## src/design/rrs_pkg.sv

```systemverilog
// ----------------------------------------------------------------------------
// rrs_pkg: shared types and constants of the ring refill scheduler
// Holds the microcode word layout, opcodes, jump and wait selects, register
// indexes, status codes and the datapath flag group.
// ----------------------------------------------------------------------------
`default_nettype none

package rrs_pkg;

	localparam int unsigned RING_INDEX_BITS = 24;
	localparam int unsigned LEN_BITS        = 13;
	localparam int unsigned TOTAL_BITS      = 17;
	localparam int unsigned BUDGET_BITS     = 5;
	localparam int unsigned PC_BITS         = 3;

	localparam logic [LEN_BITS-1:0]    STEP_BYTES = 13'd4096;
	localparam logic [BUDGET_BITS-1:0] MAX_BUDGET = 5'd16;
	localparam logic [4:0]             RING_LG_MAX = 5'd24;

	localparam logic [1:0] ST_RUN   = 2'd0;
	localparam logic [1:0] ST_DONE  = 2'd1;
	localparam logic [1:0] ST_ERROR = 2'd2;

	localparam logic [2:0] REG_STREAM_OFFSET = 3'd0;
	localparam logic [2:0] REG_STREAM_SIZE   = 3'd1;
	localparam logic [2:0] REG_RING_LG       = 3'd2;
	localparam logic [2:0] REG_LOOP_ENABLE   = 3'd3;
	localparam logic [2:0] REG_CARD_BYTES    = 3'd4;

	localparam logic [2:0] OP_LOAD    = 3'd0;
	localparam logic [2:0] OP_USED    = 3'd1;
	localparam logic [2:0] OP_ROOM    = 3'd2;
	localparam logic [2:0] OP_CLIP    = 3'd3;
	localparam logic [2:0] OP_COMMIT  = 3'd4;
	localparam logic [2:0] OP_HOLD    = 3'd5;
	localparam logic [2:0] OP_FINAL   = 3'd6;
	localparam logic [2:0] OP_RESTART = 3'd7;

	localparam logic [1:0] W_NONE = 2'd0;
	localparam logic [1:0] W_IN   = 2'd1;
	localparam logic [1:0] W_OUT  = 2'd2;
	localparam logic [1:0] W_HOLD = 2'd3;

	localparam logic [2:0] J_NONE   = 3'd0;
	localparam logic [2:0] J_ALWAYS = 3'd1;
	localparam logic [2:0] J_MODE0  = 3'd2;
	localparam logic [2:0] J_STOP   = 3'd3;
	localparam logic [2:0] J_FULL   = 3'd4;
	localparam logic [2:0] J_BAD    = 3'd5;

	localparam logic [PC_BITS-1:0] PC_IDLE    = 3'd0;
	localparam logic [PC_BITS-1:0] PC_LOOP    = 3'd1;
	localparam logic [PC_BITS-1:0] PC_ROOM    = 3'd2;
	localparam logic [PC_BITS-1:0] PC_CLIP    = 3'd3;
	localparam logic [PC_BITS-1:0] PC_COMMIT  = 3'd4;
	localparam logic [PC_BITS-1:0] PC_HOLD    = 3'd5;
	localparam logic [PC_BITS-1:0] PC_END     = 3'd6;
	localparam logic [PC_BITS-1:0] PC_RESTART = 3'd7;

	typedef struct packed {
		logic [2:0]         op;
		logic [1:0]         wait_sel;
		logic [2:0]         jmp_sel;
		logic [PC_BITS-1:0] jmp_tgt;
	} ucode_word_t;

	typedef struct packed {
		logic [2:0] op;
		logic       go;
	} dp_ctrl_t;

	typedef struct packed {
		logic in_valid;
		logic mode0;
		logic stop;
		logic full;
		logic bad;
		logic out_free;
		logic hold_free;
	} dp_flags_t;

endpackage

`default_nettype wire

```

## src/design/ring_refill_scheduler.sv

```systemverilog
// ----------------------------------------------------------------------------
// ring_refill_scheduler: plans copies that refill a ring buffer from a card
// A request on s_axis is a restart (tuser 0) or a refill step (tuser 1) with
// the play position and a budget in tdata. Each request yields one or more
// copy commands on m_axis; tlast marks the final command of the request.
// After acceptance, a restart loads its zero-length command into the output
// register once that is free. A step runs a five-step microcode loop per copy,
// at most as many times as its budget, which is clamped at 16. A step that
// makes no copy yields one zero-length command with the current status.
// Configuration on cfg_wen/cfg_addr/cfg_wdata is written by the user only
// while idle; the block does not enforce this. Reset clears positions and
// sets status to done; a restart request must come before any copy is planned.
// When m_axis stalls, one command waits in the output register and one more
// in a pending register; the sequencer then holds until space frees up.
// s_axis_tready is high only while the sequencer waits for a new request.
// ----------------------------------------------------------------------------
`default_nettype none

module ring_refill_scheduler (
	input  wire logic        clk,
	input  wire logic        arst_n,
	input  wire logic        cfg_wen,
	input  wire logic [2:0]  cfg_addr,
	input  wire logic [31:0] cfg_wdata,
	input  wire logic        s_axis_tvalid,
	output logic             s_axis_tready,
	input  wire logic [39:0] s_axis_tdata,  // play position, budget, zero fill
	input  wire logic        s_axis_tuser,  // mode
	output logic             m_axis_tvalid,
	input  wire logic        m_axis_tready,
	output logic [87:0]      m_axis_tdata,  // card_offset, ring_index, copy_length,
	                                        // added_total, stream_status
	output logic             m_axis_tlast   // last
);

	rrs_pkg::dp_ctrl_t  ctrl;
	rrs_pkg::dp_flags_t flags;
	logic [31:0]        out_offset;
	logic [23:0]        out_index;
	logic [12:0]        out_length;
	logic [16:0]        out_total;
	logic [1:0]         out_status;

	rrs_sequencer u_seq (
		.clk    (clk),
		.arst_n (arst_n),
		.flags  (flags),
		.ctrl   (ctrl)
	);

	rrs_datapath u_dp (
		.clk        (clk),
		.arst_n     (arst_n),
		.cfg_wen    (cfg_wen),
		.cfg_addr   (cfg_addr),
		.cfg_wdata  (cfg_wdata),
		.in_valid   (s_axis_tvalid),
		.in_ready   (s_axis_tready),
		.in_mode    (s_axis_tuser),
		.in_play    (s_axis_tdata[31:0]),
		.in_budget  (s_axis_tdata[36:32]),
		.out_valid  (m_axis_tvalid),
		.out_ready  (m_axis_tready),
		.out_offset (out_offset),
		.out_index  (out_index),
		.out_length (out_length),
		.out_last   (m_axis_tlast),
		.out_total  (out_total),
		.out_status (out_status),
		.ctrl       (ctrl),
		.flags      (flags)
	);

	assign m_axis_tdata = {out_status, out_total, out_length, out_index, out_offset};

endmodule

`default_nettype wire

```

## src/design/rrs_ucode_rom.sv

```systemverilog
// ----------------------------------------------------------------------------
// rrs_ucode_rom: microcode program of the refill scheduler
// One control word per step: datapath operation, wait condition and jump.
// ----------------------------------------------------------------------------
`default_nettype none

module rrs_ucode_rom (
	input  wire logic [rrs_pkg::PC_BITS-1:0] pc,
	output rrs_pkg::ucode_word_t             word
);

	always_comb begin
		case (pc)
			rrs_pkg::PC_IDLE: word = '{rrs_pkg::OP_LOAD, rrs_pkg::W_IN,
				rrs_pkg::J_MODE0, rrs_pkg::PC_RESTART};
			rrs_pkg::PC_LOOP: word = '{rrs_pkg::OP_USED, rrs_pkg::W_NONE,
				rrs_pkg::J_STOP, rrs_pkg::PC_END};
			rrs_pkg::PC_ROOM: word = '{rrs_pkg::OP_ROOM, rrs_pkg::W_NONE,
				rrs_pkg::J_FULL, rrs_pkg::PC_END};
			rrs_pkg::PC_CLIP: word = '{rrs_pkg::OP_CLIP, rrs_pkg::W_NONE,
				rrs_pkg::J_NONE, rrs_pkg::PC_IDLE};
			rrs_pkg::PC_COMMIT: word = '{rrs_pkg::OP_COMMIT, rrs_pkg::W_NONE,
				rrs_pkg::J_BAD, rrs_pkg::PC_END};
			rrs_pkg::PC_HOLD: word = '{rrs_pkg::OP_HOLD, rrs_pkg::W_HOLD,
				rrs_pkg::J_ALWAYS, rrs_pkg::PC_LOOP};
			rrs_pkg::PC_END: word = '{rrs_pkg::OP_FINAL, rrs_pkg::W_OUT,
				rrs_pkg::J_ALWAYS, rrs_pkg::PC_IDLE};
			rrs_pkg::PC_RESTART: word = '{rrs_pkg::OP_RESTART, rrs_pkg::W_OUT,
				rrs_pkg::J_ALWAYS, rrs_pkg::PC_IDLE};
			default: word = '{rrs_pkg::OP_LOAD, rrs_pkg::W_IN,
				rrs_pkg::J_MODE0, rrs_pkg::PC_RESTART};
		endcase
	end

endmodule

`default_nettype wire

```

## src/design/rrs_sequencer.sv

```systemverilog
// ----------------------------------------------------------------------------
// rrs_sequencer: step counter and jump logic of the refill scheduler
// Reads the control word of the current step, holds the step while its wait
// condition is unmet, and picks the next step from the jump select.
// ----------------------------------------------------------------------------
`default_nettype none

module rrs_sequencer (
	input  wire logic               clk,
	input  wire logic               arst_n,
	input  wire rrs_pkg::dp_flags_t flags,
	output rrs_pkg::dp_ctrl_t       ctrl
);

	logic [rrs_pkg::PC_BITS-1:0] pc_q;
	rrs_pkg::ucode_word_t        word;
	logic                        stalled;
	logic                        jump;

	rrs_ucode_rom u_rom (
		.pc   (pc_q),
		.word (word)
	);

	always_comb begin
		case (word.wait_sel)
			rrs_pkg::W_NONE: stalled = 1'b0;
			rrs_pkg::W_IN:   stalled = !flags.in_valid;
			rrs_pkg::W_OUT:  stalled = !flags.out_free;
			rrs_pkg::W_HOLD: stalled = !flags.hold_free;
			default:         stalled = 1'b0;
		endcase
	end

	always_comb begin
		case (word.jmp_sel)
			rrs_pkg::J_NONE:   jump = 1'b0;
			rrs_pkg::J_ALWAYS: jump = 1'b1;
			rrs_pkg::J_MODE0:  jump = flags.mode0;
			rrs_pkg::J_STOP:   jump = flags.stop;
			rrs_pkg::J_FULL:   jump = flags.full;
			rrs_pkg::J_BAD:    jump = flags.bad;
			default:           jump = 1'b0;
		endcase
	end

	assign ctrl = '{op: word.op, go: !stalled};

	always_ff @(posedge clk or negedge arst_n) begin
		if (!arst_n) begin
			pc_q <= rrs_pkg::PC_IDLE;
		end else if (!stalled) begin
			if (jump) begin
				pc_q <= word.jmp_tgt;
			end else begin
				pc_q <= pc_q + 3'd1;
			end
		end
	end

endmodule

`default_nettype wire

```

## src/design/rrs_datapath.sv

```systemverilog
// ----------------------------------------------------------------------------
// rrs_datapath: registers and arithmetic of the refill scheduler
// Holds configuration, stream state, the working registers of one copy, a
// pending result and the output register; microcode ops drive all but config.
// ----------------------------------------------------------------------------
`default_nettype none

module rrs_datapath (
	input  wire logic              clk,
	input  wire logic              arst_n,
	input  wire logic              cfg_wen,
	input  wire logic [2:0]        cfg_addr,
	input  wire logic [31:0]       cfg_wdata,
	input  wire logic              in_valid,
	output logic                   in_ready,
	input  wire logic              in_mode,
	input  wire logic [31:0]       in_play,
	input  wire logic [4:0]        in_budget,
	output logic                   out_valid,
	input  wire logic              out_ready,
	output logic [31:0]            out_offset,
	output logic [23:0]            out_index,
	output logic [12:0]            out_length,
	output logic                   out_last,
	output logic [16:0]            out_total,
	output logic [1:0]             out_status,
	input  wire rrs_pkg::dp_ctrl_t ctrl,
	output rrs_pkg::dp_flags_t     flags
);

	logic [31:0] stream_offset_q;
	logic [31:0] stream_size_q;
	logic [4:0]  ring_lg_q;
	logic        loop_enable_q;
	logic [31:0] card_bytes_q;

	logic [31:0] fill_q;
	logic [31:0] asset_q;
	logic [1:0]  status_q;

	logic [31:0] play_q;
	logic [4:0]  budget_q;
	logic [31:0] used_q;
	logic [31:0] asset_left_q;
	logic [12:0] n_q;
	logic [23:0] idx_q;
	logic [31:0] src_q;
	logic [16:0] added_q;

	logic        hold_v_q;
	logic [31:0] hold_offset_q;
	logic [23:0] hold_index_q;
	logic [12:0] hold_length_q;
	logic [16:0] hold_total_q;
	logic [1:0]  hold_status_q;

	logic        out_valid_q;
	logic        out_free;
	logic        out_load;
	logic        go;
	logic        in_acc;

	logic [4:0]  ring_lg;
	logic [24:0] ring_bytes;
	logic [23:0] ring_wrap;
	logic [31:0] room;
	logic [23:0] idx_new;
	logic [12:0] n_asset;
	logic [24:0] ring_tail;
	logic [31:0] card_left;
	logic        bad;
	logic        at_end;
	logic [1:0]  status_new;

	assign go       = ctrl.go;
	assign in_ready = (ctrl.op == rrs_pkg::OP_LOAD);
	assign in_acc   = in_valid && in_ready;
	assign out_free = !out_valid_q || out_ready;
	assign out_load = go && (((ctrl.op == rrs_pkg::OP_HOLD) && hold_v_q)
		|| (ctrl.op == rrs_pkg::OP_FINAL) || (ctrl.op == rrs_pkg::OP_RESTART));

	assign ring_lg    = (ring_lg_q > rrs_pkg::RING_LG_MAX) ? rrs_pkg::RING_LG_MAX : ring_lg_q;
	assign ring_bytes = 25'd1 << ring_lg;
	assign ring_wrap  = ring_bytes[23:0] - 24'd1;
	assign room       = {7'd0, ring_bytes} - used_q;
	assign idx_new    = fill_q[23:0] & ring_wrap;
	assign n_asset    = (asset_left_q < {19'd0, n_q}) ? asset_left_q[12:0] : n_q;
	assign ring_tail  = ring_bytes - {1'b0, idx_new};
	assign card_left  = card_bytes_q - src_q;
	assign bad        = (card_bytes_q != 32'd0)
		&& ((src_q > card_bytes_q) || ({19'd0, n_q} > card_left));
	assign at_end     = (asset_q >= stream_size_q);
	assign status_new = (at_end && !loop_enable_q) ? rrs_pkg::ST_DONE : status_q;

	assign flags = '{
		in_valid:  in_valid,
		mode0:     !in_mode,
		stop:      (budget_q == 5'd0) || (status_q != rrs_pkg::ST_RUN),
		full:      (used_q >= {7'd0, ring_bytes}),
		bad:       bad,
		out_free:  out_free,
		hold_free: !hold_v_q || out_free
	};

	assign out_valid = out_valid_q;

	always_ff @(posedge clk or negedge arst_n) begin
		if (!arst_n) begin
			stream_offset_q <= 32'd0;
			stream_size_q   <= 32'd0;
			ring_lg_q       <= 5'd12;
			loop_enable_q   <= 1'b0;
			card_bytes_q    <= 32'd0;
		end else if (cfg_wen) begin
			case (cfg_addr)
				rrs_pkg::REG_STREAM_OFFSET: stream_offset_q <= cfg_wdata;
				rrs_pkg::REG_STREAM_SIZE:   stream_size_q   <= cfg_wdata;
				rrs_pkg::REG_RING_LG:       ring_lg_q       <= cfg_wdata[4:0];
				rrs_pkg::REG_LOOP_ENABLE:   loop_enable_q   <= cfg_wdata[0];
				rrs_pkg::REG_CARD_BYTES:    card_bytes_q    <= cfg_wdata;
				default: ;
			endcase
		end
	end

	always_ff @(posedge clk or negedge arst_n) begin
		if (!arst_n) begin
			out_valid_q <= 1'b0;
		end else if (out_load) begin
			out_valid_q <= 1'b1;
		end else if (out_valid_q && out_ready) begin
			out_valid_q <= 1'b0;
		end
	end

	always_ff @(posedge clk or negedge arst_n) begin
		if (!arst_n) begin
			fill_q      <= 32'd0;
			asset_q     <= 32'd0;
			status_q    <= rrs_pkg::ST_DONE;
			hold_v_q    <= 1'b0;
			budget_q    <= 5'd0;
			added_q     <= 17'd0;
		end else begin
			if (go) begin
				case (ctrl.op)
					rrs_pkg::OP_LOAD: begin
						if (in_acc) begin
							budget_q <= (in_budget > rrs_pkg::MAX_BUDGET)
								? rrs_pkg::MAX_BUDGET : in_budget;
							added_q  <= 17'd0;
						end
					end
					rrs_pkg::OP_USED: begin
						budget_q <= budget_q - 5'd1;
					end
					rrs_pkg::OP_COMMIT: begin
						if (bad) begin
							status_q <= rrs_pkg::ST_ERROR;
						end else begin
							fill_q  <= fill_q + {19'd0, n_q};
							asset_q <= asset_q + {19'd0, n_q};
							added_q <= added_q + {4'd0, n_q};
						end
					end
					rrs_pkg::OP_HOLD: begin
						if (at_end && loop_enable_q) begin
							asset_q <= 32'd0;
						end
						status_q <= status_new;
						hold_v_q <= 1'b1;
					end
					rrs_pkg::OP_FINAL: begin
						hold_v_q    <= 1'b0;
					end
					rrs_pkg::OP_RESTART: begin
						fill_q      <= 32'd0;
						asset_q     <= 32'd0;
						status_q    <= (stream_size_q != 32'd0)
							? rrs_pkg::ST_RUN : rrs_pkg::ST_ERROR;
					end
					default: ;
				endcase
			end
		end
	end

	always_ff @(posedge clk) begin
		if (go) begin
			case (ctrl.op)
				rrs_pkg::OP_LOAD: begin
					if (in_acc) begin
						play_q <= in_play;
					end
				end
				rrs_pkg::OP_USED: begin
					used_q <= fill_q - play_q;
				end
				rrs_pkg::OP_ROOM: begin
					n_q <= (room < {19'd0, rrs_pkg::STEP_BYTES})
						? room[12:0] : rrs_pkg::STEP_BYTES;
					asset_left_q <= stream_size_q - asset_q;
				end
				rrs_pkg::OP_CLIP: begin
					n_q   <= (ring_tail < {12'd0, n_asset}) ? ring_tail[12:0] : n_asset;
					idx_q <= idx_new;
					src_q <= stream_offset_q + asset_q;
				end
				rrs_pkg::OP_HOLD: begin
					if (hold_v_q) begin
						out_offset <= hold_offset_q;
						out_index  <= hold_index_q;
						out_length <= hold_length_q;
						out_last   <= 1'b0;
						out_total  <= hold_total_q;
						out_status <= hold_status_q;
					end
					hold_offset_q <= src_q;
					hold_index_q  <= idx_q;
					hold_length_q <= n_q;
					hold_total_q  <= added_q;
					hold_status_q <= status_new;
				end
				rrs_pkg::OP_FINAL: begin
					out_last   <= 1'b1;
					out_status <= status_q;
					if (hold_v_q) begin
						out_offset <= hold_offset_q;
						out_index  <= hold_index_q;
						out_length <= hold_length_q;
						out_total  <= hold_total_q;
					end else begin
						out_offset <= 32'd0;
						out_index  <= 24'd0;
						out_length <= 13'd0;
						out_total  <= 17'd0;
					end
				end
				rrs_pkg::OP_RESTART: begin
					out_offset <= 32'd0;
					out_index  <= 24'd0;
					out_length <= 13'd0;
					out_last   <= 1'b1;
					out_total  <= 17'd0;
					out_status <= (stream_size_q != 32'd0)
						? rrs_pkg::ST_RUN : rrs_pkg::ST_ERROR;
				end
				default: ;
			endcase
		end
	end

endmodule

`default_nettype wire

```

## config.mk

```make
export PLATFORM = sky130hd
export DESIGN_NAME = ring_refill_scheduler
export DESIGN_NICKNAME = d
export VERILOG_FILES = /design/src/design/rrs_pkg.sv /design/src/design/ring_refill_scheduler.sv /design/src/design/rrs_ucode_rom.sv /design/src/design/rrs_sequencer.sv /design/src/design/rrs_datapath.sv
export SDC_FILE = /design/constraint.sdc
export NUM_CORES = 1
export LEC_CHECK = 0
export BUFFER_PORTS_ARGS = -buffer_cell sky130_fd_sc_hd__buf_2
export CAP_MARGIN = 30
export CORE_MARGIN = 2
export CORE_UTILIZATION = 60
export DETAILED_ROUTE_END_ITERATION = 12
export GPL_ROUTABILITY_DRIVEN = 0
export GPL_TIMING_DRIVEN = 0
export PLACE_DENSITY_LB_ADDON = 0.05
export SETUP_SLACK_MARGIN = 0.15
export SYNTH_ARGS = -nofsm -noshare
export SYNTH_HDL_FRONTEND = slang
export SYNTH_HIERARCHICAL = 1
export SYNTH_SLANG_ARGS = --single-unit
```

## constraint.sdc

```tcl
create_clock -name clk -period 6.9 [get_ports clk]
set_clock_uncertainty 0.15 [all_clocks]
set_input_delay 1.38 -clock clk [delete_from_list [all_inputs] [get_ports clk]]
set_output_delay 1.38 -clock clk [all_outputs]
set_load 0.02 [all_outputs]
```

==> results.py <==
metrics = {
    "clock_network": {
        "numClockSinks": 537,
        "cts-root-buf": "clkbuf_16",
        "cts_tree": "yes",
        "insertion_delay_ps": 640,
        "cts_buffers": 58,
        "cts_max_path_buffers": 3,
        "path_clk_slew_ps": 60,
        "cts_max_level": 2,
    },
    "floorplanning": {
        "die_h_um": 239,
        "start_util_pct": 60.4,
        "boundaryPins": 172,
        "coreArea_um2": 54900,
        "rows": 86,
        "chipWidth_um": 239,
        "fp.dieArea_um2": 57100,
    },
    "placement": {
        "io_buffers": 168,
        "dp_hpwl_um": 71600,
    },
    "synthesis": {
        "synth_area_um2": 33100,
        "synth_adder_area_share_pct": 9.46,
        "postSynthAreaPerCell_um2": 10.3,
        "synth_edf_count": 342,
        "synth_top_family_by_area": "compound AO/OA/AOI/OAI gates",
        "netlist_instances": 3215,
        "synth_cell_types": 96,
        "yosys_warnings": 6,
        "synth-compound-area-share_pct": 16.2,
        "synth_flop_cell": "edfxtp_1",
        "synth_xor_xnor_area_share_pct": 4.42,
        "async_flop_share_pct": 36.3,
        "muxShareOfSynthArea_pct": 5.31,
        "synth-simple-area-share_pct": 14.4,
        "ys_ff_latch": 537,
        "syn_nets": 3541,
        "synth.yosys.seq_area_share_pct": 45.7,
    },
    "global_route": {
        "grt_pass1_wl_um": 143000,
        "antenna_found_initial": 2,
        "grt_overflow": 0,
        "grt_pass1_vias": 25500,
        "grt_usage_pct": 32.2,
        "grt_max_degree": 101,
    },
    "sta": {
        "setup_viol": 0,
        "holdWs_ps": 267,
        "rsz0062_at_grt": "no",
        "finalHoldViolCount": 0,
        "period_minus_slack_ps": 6500,
        "slew-limit-headroom_pct": 32.5,
        "timing.fmax_mhz": 154,
        "drv_slew": 0,
        "fin_crit_sh_pct": 94.2,
        "worst_pin_slew_ps": 1000,
    },
    "power_and_ir_drop": {
        "p_leak_uw": 0.0157,
        "powerDensity_nw_per_um2": 451,
        "vdd_drop_max_mv": 0.225,
        "total_power_uw": 16800,
    },
    "route": {
        "route.detailed.drc": 0,
        "wl_per_cell_um": 22.0,
        "drtAntennaViolNets": 0,
        "avgViaCountPerCell": 6.36,
        "drt_iter0_drc": 3015,
        "drt_wl_total_um": 93000,
        "dr.pass1.iters": 8,
        "via_count": 26800,
    },
    "finish": {
        "post-route-util_pct": 68.0,
        "fillers": 4202,
        "layout_commonest_cell": "edfxtp_1",
        "syn2layout_area_growth_pct": 12.7,
        "n_antenna_cell": 0,
        "fin_nets": 3792,
        "drive_above_1_share_pct": 14.8,
        "layout_common_cells": "edfxtp_1 (342), inv_1 (256), ha_1 (236), a21oi_1 (221), dfrtp_1 (192)",
    },
    "critical_path": {
        "required_ps": 7210,
        "arrival_ps": 6810,
        "start_kind": "flip-flop",
        "critPathCaptureType": "flip-flop",
        "crit_fanout": 10,
        "critPathKind": "flip-flop to flip-flop",
    },
    "worst_hold_path": {
        "hold_class": "flip-flop to flip-flop",
    },
    "outcome": {
        "status": "complete, no violations",
    },
    "flow_run": {
        "drv_cap": 0,
    },
}
state kept, by name, summed over array words and instances (netlist names), 32 cells and up:
register              count
u_dp/asset_left_q        32
u_dp/asset_q             32
u_dp/card_bytes_q        32
u_dp/fill_q              32
u_dp/hold_offset_q       32
u_dp/out_offset          32
u_dp/play_q              32
u_dp/src_q               32
u_dp/stream_offset_q     32
u_dp/stream_size_q       32
u_dp/used_q              32
final timing paths:
path / from / end / slack (ps) / cells past startpoint
hold reg to reg: u_dp/idx_q[19] / u_dp/hold_index_q[19] / 270 / 0
setup / recovery: u_dp/ring_lg_q[1] / u_dp/n_q[10] / 400 / 27
hold / removal: u_dp/idx_q[19] / u_dp/hold_index_q[19] / 270 / 0
min in group asynchronous: arst_n / u_dp/fill_q[29] / 630 / 1
setup reg to reg: u_dp/ring_lg_q[1] / u_dp/n_q[10] / 400 / 27
max in group asynchronous: arst_n / u_seq/pc_q[0] / 4960 / 2
layer usage:
metal  GRT usage [%]  up-vias  wire length [um]
met5               0        -                13
met3            6.78      273              9150
met1            46.5    13000             40500
li1                -    12300                 -
met2            48.4     1301             39900
met4            11.0        2              3510
cell usage after synthesis, types with 23 or more instances:
master	count	area share (%)
nor3_1	67	1.0
o21ai_0	170	2.6
nand3_1	70	1.1
inv_1	256	2.9
or4_1	28	0.63
nand4_1	37	0.70
o21a_1	47	1.1
o211ai_1	28	0.63
nor2_1	194	2.2
or3_1	34	0.64
o31ai_1	37	0.84
dfrtp_1	192	15
xor2_1	38	1.0
nand2_1	183	2.1
a21o_1	72	1.6
nand2b_1	38	0.72
and3_1	23	0.43
o22ai_1	25	0.47
a21oi_1	222	3.4
nor4_1	31	0.59
nor2b_1	121	2.3
clkbuf_1	73	0.83
mux2i_1	44	1.3
mux2_2	117	4.0
o21bai_1	36	0.82
ha_1	236	8.9
a31oi_1	28	0.53
edfxtp_1	342	31
xnor2_1	129	3.4
and2_1	26	0.49
cell families after synthesis:
kind of cell | count (synthesis)
multiplexers | 161
buffers and inverters | 370
XOR/XNOR | 167
AO/OA/AOI/OAI | 821
AND/OR/NAND/NOR | 914
adder cells (fa/ha/maj) | 245
flip-flops | 537
repair_timing:
action                     4_1_cts  5_1_grt
gates cloned                     0        1
setup endpoints to repair       13       26
pin swaps                        2        9
gates resized for setup         10       14
setup buffers                    1        8
hold buffers                     0        0
final cells by class:
type	count	area [um2]	share of cell area, %
Clock inverter	31	298	0.798
Clock buffer	79	1720	4.60
Sequential cell	537	15200	40.6
Multi-Input combinational cell	2308	16600	44.5
Timing Repair Buffer	192	1170	3.12
Buffer	113	541	1.45
Inverter	256	961	2.57
Tap cell	704	881	2.36
report_power, final:
part / internal (uW) / leakage (uW) / switching (uW)
clock: 1900 / 0.000996 / 1340
sequential: 4740 / 0.00560 / 729
combinational: 3090 / 0.00911 / 5020
total: 9730 / 0.0157 / 7090
through the flow:
step | instances | TNS [ps] | setup slack (ps) | instance area (um2)
floorplan | 3215 | 0 | 204 | 33100
global placement | 4087 | -379830 | -1970 | 34800
detailed placement | 4101 | -7940 | -715 | 35100
CTS | 4211 | 0 | 190 | 37200
global route | 4220 | 0 | 143 | 37300
finish | 4220 | 0 | 399 | 37300
worst max-delay path: stages, from the launching register on:
cell and delay, ps:
dfrtp_1 440, buf_2 220, buf_4 200, nor2b_4 190, nand3_1 180, ha_1 320
clkbuf_2 230, clkbuf_2 250, o21ai_0 290, a21oi_1 140, o21bai_1 410, a21boi_2 250
xnor2_1 170, inv_1 80, ha_1 300, nand4_1 150, nor2_1 70, nor2_1 110
o311ai_2 160, a21oi_1 180, o211ai_1 140, a2111oi_2 250, nand4_1 160, nor4_2 250
nand4_2 290, buf_6 230, mux2_2 280, o22ai_1 200
Power figures use the tool's default switching activity.
